[src/hw/rtl/etxpad_pkg.sv]
// shared types, constants and codes for the ethernet tx pad and fcs insert block
// no dependencies
package etxpad_pkg;

  localparam int FCS_LEN = 4;
  localparam int FcsIdxW = $clog2(FCS_LEN);

  localparam int CNT_W = 7;
  localparam logic [CNT_W-1:0] COUNT_CAP = 7'd64;

  localparam int CFG_W = 7;
  localparam int CFG_IDX_W = 1;
  localparam logic [CFG_IDX_W-1:0] CFG_MIN_FRAME = 1'b0;
  localparam logic [CFG_IDX_W-1:0] CFG_FCS_SEL   = 1'b1;

  localparam logic [31:0] CRC_POLY   = 32'hEDB88320;
  localparam logic [31:0] CRC_PRESET = 32'hFFFFFFFF;
  localparam logic [31:0] MARK_GOOD  = 32'hC00DC00D;
  localparam logic [31:0] MARK_BAD   = 32'hBAADBAAD;

  localparam logic [1:0] KIND_DATA = 2'd0;
  localparam logic [1:0] KIND_PAD  = 2'd1;
  localparam logic [1:0] KIND_FCS  = 2'd2;

  typedef enum logic [1:0] {
    FCS_CRC  = 2'd0,
    FCS_GOOD = 2'd1,
    FCS_BAD  = 2'd2
  } fcs_sel_t;

endpackage

[src/hw/rtl/etxpad_in_if.sv]
// input byte channel: valid/ready handshake with one frame byte and end mark
// no dependencies
interface etxpad_in_if;
  logic       valid;
  logic       ready;
  logic [7:0] data_byte;
  logic       frame_end;

  modport source (output valid, output data_byte, output frame_end, input ready);
  modport sink   (input valid, input data_byte, input frame_end, output ready);
endinterface

[src/hw/rtl/etxpad_out_if.sv]
// result byte channel: valid/ready handshake with byte, kind and last mark
// no dependencies
interface etxpad_out_if;
  logic       valid;
  logic       ready;
  logic [7:0] out_byte;
  logic [1:0] byte_kind;
  logic       frame_last;

  modport source (output valid, output out_byte, output byte_kind, output frame_last,
                  input ready);
  modport sink   (input valid, input out_byte, input byte_kind, input frame_last,
                  output ready);
endinterface

[src/hw/rtl/ethernet_tx_pad_and_fcs_insert_top.sv]
// top level of the ethernet tx pad and fcs insert block
// depends on etxpad_pkg, etxpad_in_if, etxpad_out_if, etxpad_crc8
//
// usage
//   in_chan  : frame bytes without fcs, one per transfer, frame_end on the last
//   out_chan : every data byte, then zero padding up to cfg min_frame_bytes
//              (counting the fcs, capped at 64), then four fcs bytes, lsb first;
//              byte_kind tells data / pad / fcs, frame_last marks the final byte
//   cfg_*    : write port; index 0 min_frame_bytes, index 1 fcs_select
//              (0 computed crc, 1 good marker, 2 or 3 bad marker); written idle
// path: a data byte passes the input register, then the result register,
//   before it is presented on out_chan
// throughput: one byte per cycle in both directions while out_chan is ready;
//   after a frame end the input holds off for the pad and fcs burst, one output
//   byte per cycle, set by the single result register every byte passes through
// reset (rst_n low, synchronous): crc preset to all ones, count zero,
//   min_frame_bytes 64, fcs_select computed crc, both registers empty
// receiver stall: the result register holds its byte; the input register still
//   takes one more byte, after which in_chan.ready drops until out_chan moves
module ethernet_tx_pad_and_fcs_insert_top
  import etxpad_pkg::*;
(
  input  logic                 clk,
  input  logic                 rst_n,
  etxpad_in_if.sink            in_chan,
  etxpad_out_if.source         out_chan,
  input  logic                 cfg_we,
  input  logic [CFG_IDX_W-1:0] cfg_index,
  input  logic [CFG_W-1:0]     cfg_wdata
);

  typedef enum logic [1:0] {
    ST_PASS,
    ST_PAD,
    ST_FCS
  } state_t;

  // control state
  state_t             state_r, state_nxt;
  logic               in_valid_r, in_valid_nxt;
  logic               out_valid_r, out_valid_nxt;
  logic [31:0]        crc_r, crc_nxt;
  logic [CNT_W-1:0]   cnt_r, cnt_nxt;
  logic [FcsIdxW-1:0] fcs_idx_r, fcs_idx_nxt;
  logic [CFG_W-1:0]   cfg_min_r;
  fcs_sel_t           cfg_sel_r;

  // payload registers
  logic [7:0]         in_byte_r, in_byte_nxt;
  logic               in_end_r, in_end_nxt;
  logic [7:0]         out_byte_r, out_byte_nxt;
  logic [1:0]         out_kind_r, out_kind_nxt;
  logic               out_last_r, out_last_nxt;

  logic               out_free;
  logic               take_in;
  logic [7:0]         crc_byte;
  logic [31:0]        crc_step;
  logic [CNT_W-1:0]   cnt_inc;
  logic [CNT_W-1:0]   min_eff;
  logic               pad_more;
  logic [31:0]        fcs_word;
  logic [31:0]        fcs_shift;

  etxpad_crc8 u_crc (
    .crc_in  (crc_r),
    .byte_in (crc_byte),
    .crc_out (crc_step)
  );

  // result register can load when empty or being drained this cycle
  assign out_free = !out_valid_r || out_chan.ready;
  assign take_in  = in_valid_r && (state_r == ST_PASS) && out_free;
  assign in_chan.ready = !in_valid_r || take_in;

  // padding bytes feed zero into the crc
  assign crc_byte = (state_r == ST_PASS) ? in_byte_r : 8'h00;

  // saturating count after absorbing one more byte
  assign cnt_inc = (cnt_r == COUNT_CAP) ? cnt_r : cnt_r + CNT_W'(1);

  // minimum above 64 acts as 64
  assign min_eff  = (cfg_min_r > COUNT_CAP) ? COUNT_CAP : cfg_min_r;
  assign pad_more = (cnt_inc + CNT_W'(FCS_LEN)) < min_eff;

  always_comb begin
    case (cfg_sel_r)
      FCS_CRC:  fcs_word = ~crc_r;
      FCS_GOOD: fcs_word = MARK_GOOD;
      default:  fcs_word = MARK_BAD;
    endcase
  end

  // fcs goes out least significant byte first
  assign fcs_shift = fcs_word >> {fcs_idx_r, 3'b000};

  always_comb begin
    state_nxt     = state_r;
    crc_nxt       = crc_r;
    cnt_nxt       = cnt_r;
    fcs_idx_nxt   = fcs_idx_r;
    out_valid_nxt = out_valid_r && !out_chan.ready;
    out_byte_nxt  = out_byte_r;
    out_kind_nxt  = out_kind_r;
    out_last_nxt  = out_last_r;

    // input register: refill on transfer, empty when consumed
    in_valid_nxt  = in_valid_r;
    in_byte_nxt   = in_byte_r;
    in_end_nxt    = in_end_r;
    if (in_chan.valid && in_chan.ready) begin
      in_valid_nxt = 1'b1;
      in_byte_nxt  = in_chan.data_byte;
      in_end_nxt   = in_chan.frame_end;
    end else if (take_in) begin
      in_valid_nxt = 1'b0;
    end

    case (state_r)
      ST_PASS: begin
        if (take_in) begin
          crc_nxt       = crc_step;
          cnt_nxt       = cnt_inc;
          out_valid_nxt = 1'b1;
          out_byte_nxt  = in_byte_r;
          out_kind_nxt  = KIND_DATA;
          out_last_nxt  = 1'b0;
          fcs_idx_nxt   = '0;
          if (in_end_r) begin
            state_nxt = pad_more ? ST_PAD : ST_FCS;
          end
        end
      end
      ST_PAD: begin
        if (out_free) begin
          crc_nxt       = crc_step;
          cnt_nxt       = cnt_inc;
          out_valid_nxt = 1'b1;
          out_byte_nxt  = 8'h00;
          out_kind_nxt  = KIND_PAD;
          out_last_nxt  = 1'b0;
          if (!pad_more) begin
            state_nxt = ST_FCS;
          end
        end
      end
      ST_FCS: begin
        if (out_free) begin
          out_valid_nxt = 1'b1;
          out_byte_nxt  = fcs_shift[7:0];
          out_kind_nxt  = KIND_FCS;
          out_last_nxt  = 1'b0;
          fcs_idx_nxt   = fcs_idx_r + FcsIdxW'(1);
          if (fcs_idx_r == FcsIdxW'(FCS_LEN - 1)) begin
            // frame done: back to preset for the next frame
            out_last_nxt = 1'b1;
            crc_nxt      = CRC_PRESET;
            cnt_nxt      = '0;
            fcs_idx_nxt  = '0;
            state_nxt    = ST_PASS;
          end
        end
      end
      default: begin
        state_nxt = ST_PASS;
      end
    endcase
  end

  always_ff @(posedge clk) begin
    if (!rst_n) begin
      state_r     <= ST_PASS;
      in_valid_r  <= 1'b0;
      out_valid_r <= 1'b0;
      crc_r       <= CRC_PRESET;
      cnt_r       <= '0;
      fcs_idx_r   <= '0;
      cfg_min_r   <= CFG_W'(64);
      cfg_sel_r   <= FCS_CRC;
    end else begin
      state_r     <= state_nxt;
      in_valid_r  <= in_valid_nxt;
      out_valid_r <= out_valid_nxt;
      crc_r       <= crc_nxt;
      cnt_r       <= cnt_nxt;
      fcs_idx_r   <= fcs_idx_nxt;
      if (cfg_we) begin
        case (cfg_index)
          CFG_MIN_FRAME: cfg_min_r <= cfg_wdata;
          CFG_FCS_SEL:   cfg_sel_r <= fcs_sel_t'(cfg_wdata[1:0]);
          default: begin
          end
        endcase
      end
    end
    in_byte_r  <= in_byte_nxt;
    in_end_r   <= in_end_nxt;
    out_byte_r <= out_byte_nxt;
    out_kind_r <= out_kind_nxt;
    out_last_r <= out_last_nxt;
  end

  assign out_chan.valid      = out_valid_r;
  assign out_chan.out_byte   = out_byte_r;
  assign out_chan.byte_kind  = out_kind_r;
  assign out_chan.frame_last = out_last_r;

`ifndef SYNTH
  // no input byte is consumed during a pad or fcs burst
  a_no_take_in_burst: assert property (@(posedge clk) disable iff (!rst_n)
    (state_r != ST_PASS) |-> !take_in)
    else $error("input byte consumed during pad or fcs burst");

  // the last byte of a frame is always an fcs byte
  a_last_is_fcs: assert property (@(posedge clk) disable iff (!rst_n)
    (out_valid_r && out_last_r) |-> (out_kind_r == KIND_FCS))
    else $error("frame_last on a non-fcs byte");

  // once the final fcs byte is loaded, crc and count are back at preset
  a_frame_restart: assert property (@(posedge clk) disable iff (!rst_n)
    (state_r == ST_FCS && out_free && fcs_idx_r == FcsIdxW'(FCS_LEN - 1))
    |=> (state_r == ST_PASS && cnt_r == '0 && crc_r == CRC_PRESET))
    else $error("crc or count not restarted after frame");

  // byte count never passes its cap
  a_count_cap: assert property (@(posedge clk) disable iff (!rst_n)
    cnt_r <= COUNT_CAP)
    else $error("byte count above cap");
`endif

endmodule

[src/hw/rtl/etxpad_crc8.sv]
// one-byte update of the reflected ieee 802.3 crc-32
// depends on etxpad_pkg
module etxpad_crc8
  import etxpad_pkg::*;
(
  input  logic [31:0] crc_in,
  input  logic [7:0]  byte_in,
  output logic [31:0] crc_out
);

  always_comb begin
    logic [31:0] c;
    c = crc_in ^ {24'h000000, byte_in};
    for (int i = 0; i < 8; i++) begin
      c = c[0] ? ((c >> 1) ^ CRC_POLY) : (c >> 1);
    end
    crc_out = c;
  end

endmodule

[src/flat_wrapper.sv]
// flat-port wrapper written by rule: the top's interface ports become plain ports
module ethernet_tx_pad_and_fcs_insert_top_flat import etxpad_pkg::*;
  (clk, rst_n, cfg_we, cfg_index, cfg_wdata, in_chan_valid, in_chan_data_byte, in_chan_frame_end, in_chan_ready, out_chan_valid, out_chan_out_byte, out_chan_byte_kind, out_chan_frame_last, out_chan_ready);
  etxpad_in_if in_chan_i ();
  etxpad_out_if out_chan_i ();
  input  logic clk;
  input  logic rst_n;
  input  logic cfg_we;
  input  logic [CFG_IDX_W-1:0] cfg_index;
  input  logic [CFG_W-1:0] cfg_wdata;
  input wire logic [$bits(in_chan_i.valid)-1:0] in_chan_valid;
  input wire logic [$bits(in_chan_i.data_byte)-1:0] in_chan_data_byte;
  input wire logic [$bits(in_chan_i.frame_end)-1:0] in_chan_frame_end;
  output wire logic [$bits(in_chan_i.ready)-1:0] in_chan_ready;
  output wire logic [$bits(out_chan_i.valid)-1:0] out_chan_valid;
  output wire logic [$bits(out_chan_i.out_byte)-1:0] out_chan_out_byte;
  output wire logic [$bits(out_chan_i.byte_kind)-1:0] out_chan_byte_kind;
  output wire logic [$bits(out_chan_i.frame_last)-1:0] out_chan_frame_last;
  input wire logic [$bits(out_chan_i.ready)-1:0] out_chan_ready;
  assign in_chan_i.valid = in_chan_valid;
  assign in_chan_i.data_byte = in_chan_data_byte;
  assign in_chan_i.frame_end = in_chan_frame_end;
  assign in_chan_ready = in_chan_i.ready;
  assign out_chan_valid = out_chan_i.valid;
  assign out_chan_out_byte = out_chan_i.out_byte;
  assign out_chan_byte_kind = out_chan_i.byte_kind;
  assign out_chan_frame_last = out_chan_i.frame_last;
  assign out_chan_i.ready = out_chan_ready;
  ethernet_tx_pad_and_fcs_insert_top u_core (.clk(clk), .rst_n(rst_n), .in_chan(in_chan_i), .out_chan(out_chan_i), .cfg_we(cfg_we), .cfg_index(cfg_index), .cfg_wdata(cfg_wdata));
endmodule
[config.mk]
export PLATFORM = sky130hd
export DESIGN_NAME = ethernet_tx_pad_and_fcs_insert_top_flat
export DESIGN_NICKNAME = d
export VERILOG_FILES = /design/src/hw/rtl/etxpad_pkg.sv /design/src/hw/rtl/etxpad_in_if.sv /design/src/hw/rtl/etxpad_out_if.sv /design/src/hw/rtl/ethernet_tx_pad_and_fcs_insert_top.sv /design/src/hw/rtl/etxpad_crc8.sv /design/src/flat_wrapper.sv
export SDC_FILE = /design/constraint.sdc
export NUM_CORES = 1
export LEC_CHECK = 0
export ABC_CLOCK_PERIOD_IN_PS = 3000
export CAP_MARGIN = 15
export CORE_UTILIZATION = 35
export DETAILED_ROUTE_END_ITERATION = 16
export DONT_BUFFER_PORTS = 1
export SYNTH_ARGS = -nofsm -noshare
export SYNTH_HDL_FRONTEND = slang
export SYNTH_SLANG_ARGS = --single-unit
[constraint.sdc]
create_clock -name clk -period 3 [get_ports clk]
set_clock_uncertainty 0.05 [all_clocks]
set_input_delay 0.6 -clock clk [delete_from_list [all_inputs] [get_ports clk]]
set_output_delay 0.6 -clock clk [all_outputs]
set_load 0.02 [all_outputs]
==> flow_metrics.py, run 1 <==
metrics = {
    "timing": {
        "fmax_mhz": 353,
        "finalCriticalPeriod_ps": 2830,
        "setup-violations-final": 0,
        "relSlewSlack": 0.478,
        "finalHoldViolations": 0,
        "finalSetupTns_ps": 0,
        "whs_ps": 304,
        "worstMarginPinSlew_ps": 781,
        "grt_setup_unrepaired": "false",
        "min_period_over_period": 0.944,
        "final-max-slew-violation-count": 0,
    },
    "final_layout": {
        "synthToLayoutAreaGrowth_pct": 12.5,
        "diodes": 0,
        "final_nets": 513,
        "drive_gt1_frac": 0.108,
    },
    "clocking": {
        "post-cts-setup-buffer-count": 0,
        "clock_path_buffers": 2,
        "cts_inserted_buffers": 9,
        "insertion_delay_ps": 340,
        "cts_tree": "done",
        "cts_root_buf": "clkbuf_16",
        "clkTransAtPathRegs_ps": 60,
        "numClockSinks": 74,
        "htree_num_levels": 3,
    },
    "global_routing": {
        "first_global_vias": 3376,
        "grt_pass1_wl_mm": 17.3,
        "grt_overflow": 0,
        "antenna_found_initial": 0,
        "grtUsageTotal": 0.172,
        "grt_max_degree": 53,
    },
    "floorplanning": {
        "fp.dieH_microns": 116,
        "ioPinCount": 35,
        "die_area_sq_um": 13500,
        "floorplan.rows": 41,
        "core_area_sq_um": 12700,
        "initial_core_util": 0.359,
        "die_w_microns": 116,
    },
    "setup_path": {
        "timing.rr.end": "u_core.state_r[1]$_SDFFE_PN0P_",
        "worst-path-stages": 12,
        "setup.worst_path.end": "u_core.state_r[1]$_SDFFE_PN0P_",
        "crit_chain": "or4b_4 > or2_4 > nand2_2 > inv_1 > ha_1 > nand2b_1 > o21ai_1 > xor2_1 > ha_1 > and4_1 > a221oi_2 > o31ai_1",
        "crit_top_cell": "ha_1",
        "required_ps": 3150,
        "reg2reg_slack_ps": 170,
        "r2r-start": "u_core.cnt_r[2]$_SDFFE_PN0P_",
        "reg2reg_depth": 12,
        "path_class": "register to register",
        "startpoint_type": "register",
        "path_max_fanout": 3,
        "cp_slowest_stage_delay_ps": 540,
        "critPathCaptureType": "register",
        "critical-path-top-delay-family": "simple AND/OR/NAND/NOR gates",
        "crit_arrival_ps": 2990,
        "crit_start": "u_core.cnt_r[2]$_SDFFE_PN0P_",
        "cp_num_buf_inv": 1,
        "slowest_stage": "or4b_4",
    },
    "power_and_ir_drop": {
        "p_seq_frac": 0.255,
        "clock_power_share": 0.194,
        "power_density_nw_per_um2": 1170,
        "p_switching_uw": 2070,
        "ir_worst_vdd_mv": 0.542,
        "swShare": 0.347,
        "p_int_uw": 3910,
        "leakage_uw": 0.00203,
        "combPwrFrac": 0.551,
    },
    "placed_design": {
        "dpl.hpwl_mm": 7.72,
        "place_congestion": 0.888,
        "io_buffers": 0,
    },
    "drt": {
        "drcViolationCount": 0,
        "routedWlPerCell_microns": 16.6,
        "dr.pass1.iters": 4,
        "ant_nets": 0,
        "viasPerCell": 5.13,
        "drt-initial-drc-count": 167,
        "vias": 3356,
        "drt-total-wl_mm": 10.9,
    },
    "yosys": {
        "synth_edf_count": 20,
        "ys_seq_area_frac": 0.369,
        "synth_top_flop_cell": "dfxtp_1",
        "synthDistinctLibCells": 49,
        "yosys_warnings": 0,
        "async_flop_share": 0,
        "syn_inst": 476,
        "syn-num-nets": 512,
        "avgSynthCellArea_sq_um": 9.57,
        "synth_seq_cells": 74,
        "syn_area_sq_um": 4550,
    },
    "run_status": {
        "status": "finished clean",
    },
    "worst_hold_path": {
        "hp-class": "input pin to register",
    },
    "flow_run": {
        "max-cap-violations": 0,
    },
}
cell type report:
cell class,instances,area (sq um)
multi-input cells,355,2680
fillers,1214,7550
flip-flops and latches,74,1680
clock inverters,7,93.8
repair buffers,19,155
inverters,18,67.6
well taps,172,215
clock buffers,9,225
metrics by stage:
stage / total power (uW) / instance area (sq um) / std cells / setup WS, ps / util
CTS: 6010 / 5120 / 654 / 5.45 / 0.404
finish: 5980 / 5120 / 654 / 167 / 0.404
global route: 6320 / 5120 / 654 / 11.7 / 0.404
floorplan: 4170 / 4550 / 476 / 143 / -
detailed placement: 4830 / 4800 / 638 / 20.7 / 0.379
global placement: 4760 / 4800 / 638 / 93.4 / 0.379
cells in the mapped netlist (6+ instances only):
cell type,number,area share
nand2b_1,6,0.0082
nor2_1,28,0.023
ha_1,14,0.038
clkbuf_1,18,0.015
buf_2,8,0.0088
inv_1,18,0.015
nand3_1,6,0.0066
edfxtp_1,20,0.13
dfxtp_1,54,0.24
nand2_1,53,0.044
xor2_1,23,0.044
xnor2_1,48,0.092
and2_1,9,0.012
o22ai_1,20,0.027
mux2i_1,11,0.024
nor3_1,9,0.0099
a21oi_1,20,0.022
nor2b_1,18,0.025
xnor3_1,14,0.069
o21ai_0,26,0.029
power groups by stage:
stage / logic [uW] / registers [uW] / clock network, uW
CTS: 3300 / 1530 / 1190
detailed placement: 3290 / 1540 / 0
global route: 3550 / 1550 / 1220
global placement: 3230 / 1540 / 0
floorplan: 2740 / 1430 / 0
finish: 3300 / 1530 / 1160
worst min-delay path by stage:
stage | startpoint | endpoint | cells after the start
final | in_chan_frame_end | u_core.in_end_r$_DFFE_PP_ | 0
after global routing | in_chan_data_byte[0] | u_core.in_byte_r[0]$_DFFE_PP_ | 0
after CTS | rst_n | u_core.crc_r[14]$_SDFFE_PN1P_ | 1
after detailed placement | u_core.crc_r[19]$_SDFFE_PN1P_ | u_core.crc_r[19]$_SDFFE_PN1P_ | 2
after global placement | u_core.cnt_r[1]$_SDFFE_PN0P_ | u_core.cnt_r[1]$_SDFFE_PN0P_ | 2
after floorplan | u_core.cnt_r[1]$_SDFFE_PN0P_ | u_core.cnt_r[1]$_SDFFE_PN0P_ | 2
cells by family after synthesis:
family                     share of synthesized area
AOI/OAI and AO/OA                              0.123
buffers and inverters                         0.0426
and+or+nand+nor                                0.153
DFF                                            0.369
muxes                                         0.0489
xor gates and xnor gates                       0.225
adders and majority gates                     0.0385
routing by layer:
metal | up-vias | global-route usage | part of all wire
met4 | 0 | 0.0692 | 0.018
li1 | 1636 | - | -
met1 | 1615 | 0.209 | 0.45
met3 | 12 | 0.0518 | 0.054
met5 | - | 0 | 0
met2 | 93 | 0.286 | 0.48
state kept, by name (all words and copies together) (netlist names):
signal,cells
u_core.in_valid_r,1
u_core.out_chan.byte_kind,2
u_core.cnt_r,7
u_core.out_chan.valid,1
u_core.in_byte_r,8
u_core.crc_r,32
u_core.out_chan.frame_last,1
u_core.in_end_r,1
u_core.fcs_idx_r,2
u_core.out_chan.out_byte,8
u_core.cfg_min_r,7
u_core.state_r,2
u_core.cfg_sel_r,2
layout by cell type, fill, tap and decap left out, types with 18 or more instances in the layout:
cell	count
o21ai_0	25
a21oi_1	20
inv_1	18
xnor2_1	48
xor2_1	23
dfxtp_1	53
buf_4	18
edfxtp_1	20
o22ai_1	20
nor2b_1	18
nand2_1	52
nor2_1	28
timing repair:
action                                  in CTS  in global routing
hold buffers                                 0                  0
endpoints found under the setup margin       0                  2
gates resized for setup                      0                  4
Note: power is estimated with default switching activity, not from simulation.
==> run 2: changes to the inputs <==
--- a/config.mk
+++ b/config.mk
@@ -5,7 +5,7 @@
 export SDC_FILE = /design/constraint.sdc
 export NUM_CORES = 1
 export LEC_CHECK = 0
-export ABC_CLOCK_PERIOD_IN_PS = 3000
+export ABC_CLOCK_PERIOD_IN_PS = 3400
 export CAP_MARGIN = 15
 export CORE_UTILIZATION = 35
 export DETAILED_ROUTE_END_ITERATION = 16
==> constraint.sdc (replaced) <==
create_clock -name clk -period 3.4 [get_ports clk]
set_clock_uncertainty 0.05 [all_clocks]
set_input_delay 0.68 -clock clk [delete_from_list [all_inputs] [get_ports clk]]
set_output_delay 0.68 -clock clk [all_outputs]
set_load 0.02 [all_outputs]
==> run 2 against run 1 <==
Compared with the run above: utilization shrank 0.63 points; combinational power shrank 12%; cell area shrank 1.6%; via count shrank 2.1%; clock power shrank 14%; fmax shrank 6.1%; hold slack gained 60 ps; cell count shrank 1.1%; non-clock buffer count shrank 7; largest power group unchanged; highest routed layer unchanged.
==> flow_metrics.py, run 2 (synthesis gave the netlist of run 1 again) <==
metrics = {
    "run_status": {
        "status": "finished clean",
    },
    "timing": {
        "min_period_over_period": 0.887,
        "finalHoldViolations": 0,
        "grt_setup_unrepaired": "false",
        "relSlewSlack": 0.486,
        "setup-violations-final": 0,
        "worstMarginPinSlew_ps": 768,
        "finalCriticalPeriod_ps": 3020,
        "final-max-slew-violation-count": 0,
        "fmax_mhz": 332,
        "finalSetupTns_ps": 0,
    },
    "drt": {
        "m1WireLength_mm": 4.80,
        "viasPerCell": 5.08,
        "dr.pass1.iters": 4,
        "dr_wl_met2_mm": 5.27,
        "drt-total-wl_mm": 10.7,
        "drt-initial-drc-count": 183,
        "vias": 3287,
        "wl_met3_microns": 515,
        "ant_nets": 0,
        "top_layer": "met4",
        "routedWlPerCell_microns": 16.6,
        "drcViolationCount": 0,
    },
    "clocking": {
        "cts_hold_buf": 0,
        "insertion_delay_ps": 340,
        "cts_tree": "done",
        "htree_num_levels": 3,
        "numClockSinks": 74,
        "cts_root_buf": "clkbuf_16",
        "clkTransAtPathRegs_ps": 60,
        "cts_inserted_buffers": 9,
        "post-cts-setup-buffer-count": 0,
        "clock_path_buffers": 2,
        "cts_resized": 0,
    },
    "worst_hold_path": {
        "hp-class": "input pin to register",
    },
    "floorplanning": {
        "initial_core_util": 0.359,
        "fp.dieH_microns": 116,
        "floorplan.rows": 41,
        "core_area_sq_um": 12700,
        "die_w_microns": 116,
        "die_area_sq_um": 13500,
        "ioPinCount": 35,
    },
    "setup_path": {
        "slowest_stage": "or4b_4",
        "crit_chain": "or4b_4 > or2_2 > nand2_1 > inv_1 > ha_1 > nand2b_1 > o21ai_0 > xor2_1 > ha_1 > and4_1 > a221oi_2 > o31ai_1",
        "timing.rr.end": "u_core.state_r[1]$_SDFFE_PN0P_",
        "path_class": "register to register",
        "critPathCaptureType": "register",
        "crit_top_cell": "ha_1",
        "setup.worst_path.end": "u_core.state_r[1]$_SDFFE_PN0P_",
        "critical-path-top-delay-family": "simple AND/OR/NAND/NOR gates",
        "cp_slowest_stage_delay_ps": 550,
        "r2r-start": "u_core.cnt_r[2]$_SDFFE_PN0P_",
        "crit_start": "u_core.cnt_r[2]$_SDFFE_PN0P_",
        "startpoint_type": "register",
        "worst-path-stages": 12,
        "reg2reg_slack_ps": 380,
        "crit_arrival_ps": 3170,
        "reg2reg_depth": 12,
        "required_ps": 3560,
        "cp_num_buf_inv": 1,
        "path_max_fanout": 5,
    },
    "final_layout": {
        "layout_commonest_cell": "dfxtp_1",
        "synthToLayoutAreaGrowth_pct": 10.7,
        "ff_latch_area_sq_um": 1680,
        "regMostFlops": "u_core.crc_r",
        "final_nets": 506,
        "fin_area_sq_um": 5040,
        "multi_input_area_sq_um": 2680,
        "drive_gt1_frac": 0.0842,
        "final_cell_mix": "54 x dfxtp_1, 53 x nand2_1, 48 x xnor2_1",
        "final_core_util": 0.398,
        "largest_register_ffs": 32,
        "fillers": 1246,
        "diodes": 0,
    },
    "power_and_ir_drop": {
        "ir_worst_vdd_mv": 0.393,
        "leakage_uw": 0.00199,
        "power_uw": 5240,
        "power_density_nw_per_um2": 1040,
    },
    "global_routing": {
        "grtUsageTotal": 0.173,
        "grt_overflow": 0,
        "first_global_vias": 3371,
        "grt_max_degree": 53,
        "antenna_found_initial": 0,
        "grt_pass1_wl_mm": 17.3,
    },
    "flow_run": {
        "max-cap-violations": 0,
    },
    "placed_design": {
        "io_buffers": 0,
        "place_congestion": 0.894,
        "dpl.hpwl_mm": 7.52,
        "place_area_sq_um": 4730,
    },
}
[run 2: worst min-delay path by stage]
stage | slack, ps | end | startpoint | cells past startpoint
detailed placement | 450 | u_core.cnt_r[1]$_SDFFE_PN0P_ | u_core.cnt_r[1]$_SDFFE_PN0P_ | 2
global route | 350 | u_core.crc_r[29]$_SDFFE_PN1P_ | rst_n | 1
global placement | 450 | u_core.cnt_r[1]$_SDFFE_PN0P_ | u_core.cnt_r[1]$_SDFFE_PN0P_ | 2
finish | 360 | u_core.crc_r[27]$_SDFFE_PN1P_ | rst_n | 1
floorplan | 420 | u_core.cnt_r[1]$_SDFFE_PN0P_ | u_core.cnt_r[1]$_SDFFE_PN0P_ | 2
CTS | 350 | u_core.crc_r[29]$_SDFFE_PN1P_ | rst_n | 1
[run 2: layout make-up]
cell class / instances / share of cell area
Tap cell: 172 / 0.0427
Clock inverter: 6 / 0.0161
Timing Repair Buffer: 12 / 0.0179
Inverter: 18 / 0.0134
Sequential cell: 74 / 0.333
Multi-Input combinational cell: 355 / 0.531
Clock buffer: 10 / 0.0454
[run 2: routing by layer]
metal,GRT usage,vias to the layer above
li1,-,1619
met4,0.0658,0
met3,0.0450,8
met2,0.293,77
met1,0.211,1583
met5,0,-
[run 2: stage by stage]
step	setup slack (ps)	std cells	hold WS, ps
2_1_floorplan	543	476	421
3_3_place_gp	438	631	446
3_5_place_dp	393	631	454
4_1_cts	379	647	353
5_1_grt	231	647	354
6_report	384	647	364
[run 2: where the power goes]
part / total [uW] / leakage [uW] / switching [uW] / internal [uW]
Combinational: 2890 / 0.00120 / 1230 / 1660
Clock: 1000 / 0.000152 / 363 / 637
Sequential: 1340 / 0.000637 / 240 / 1100
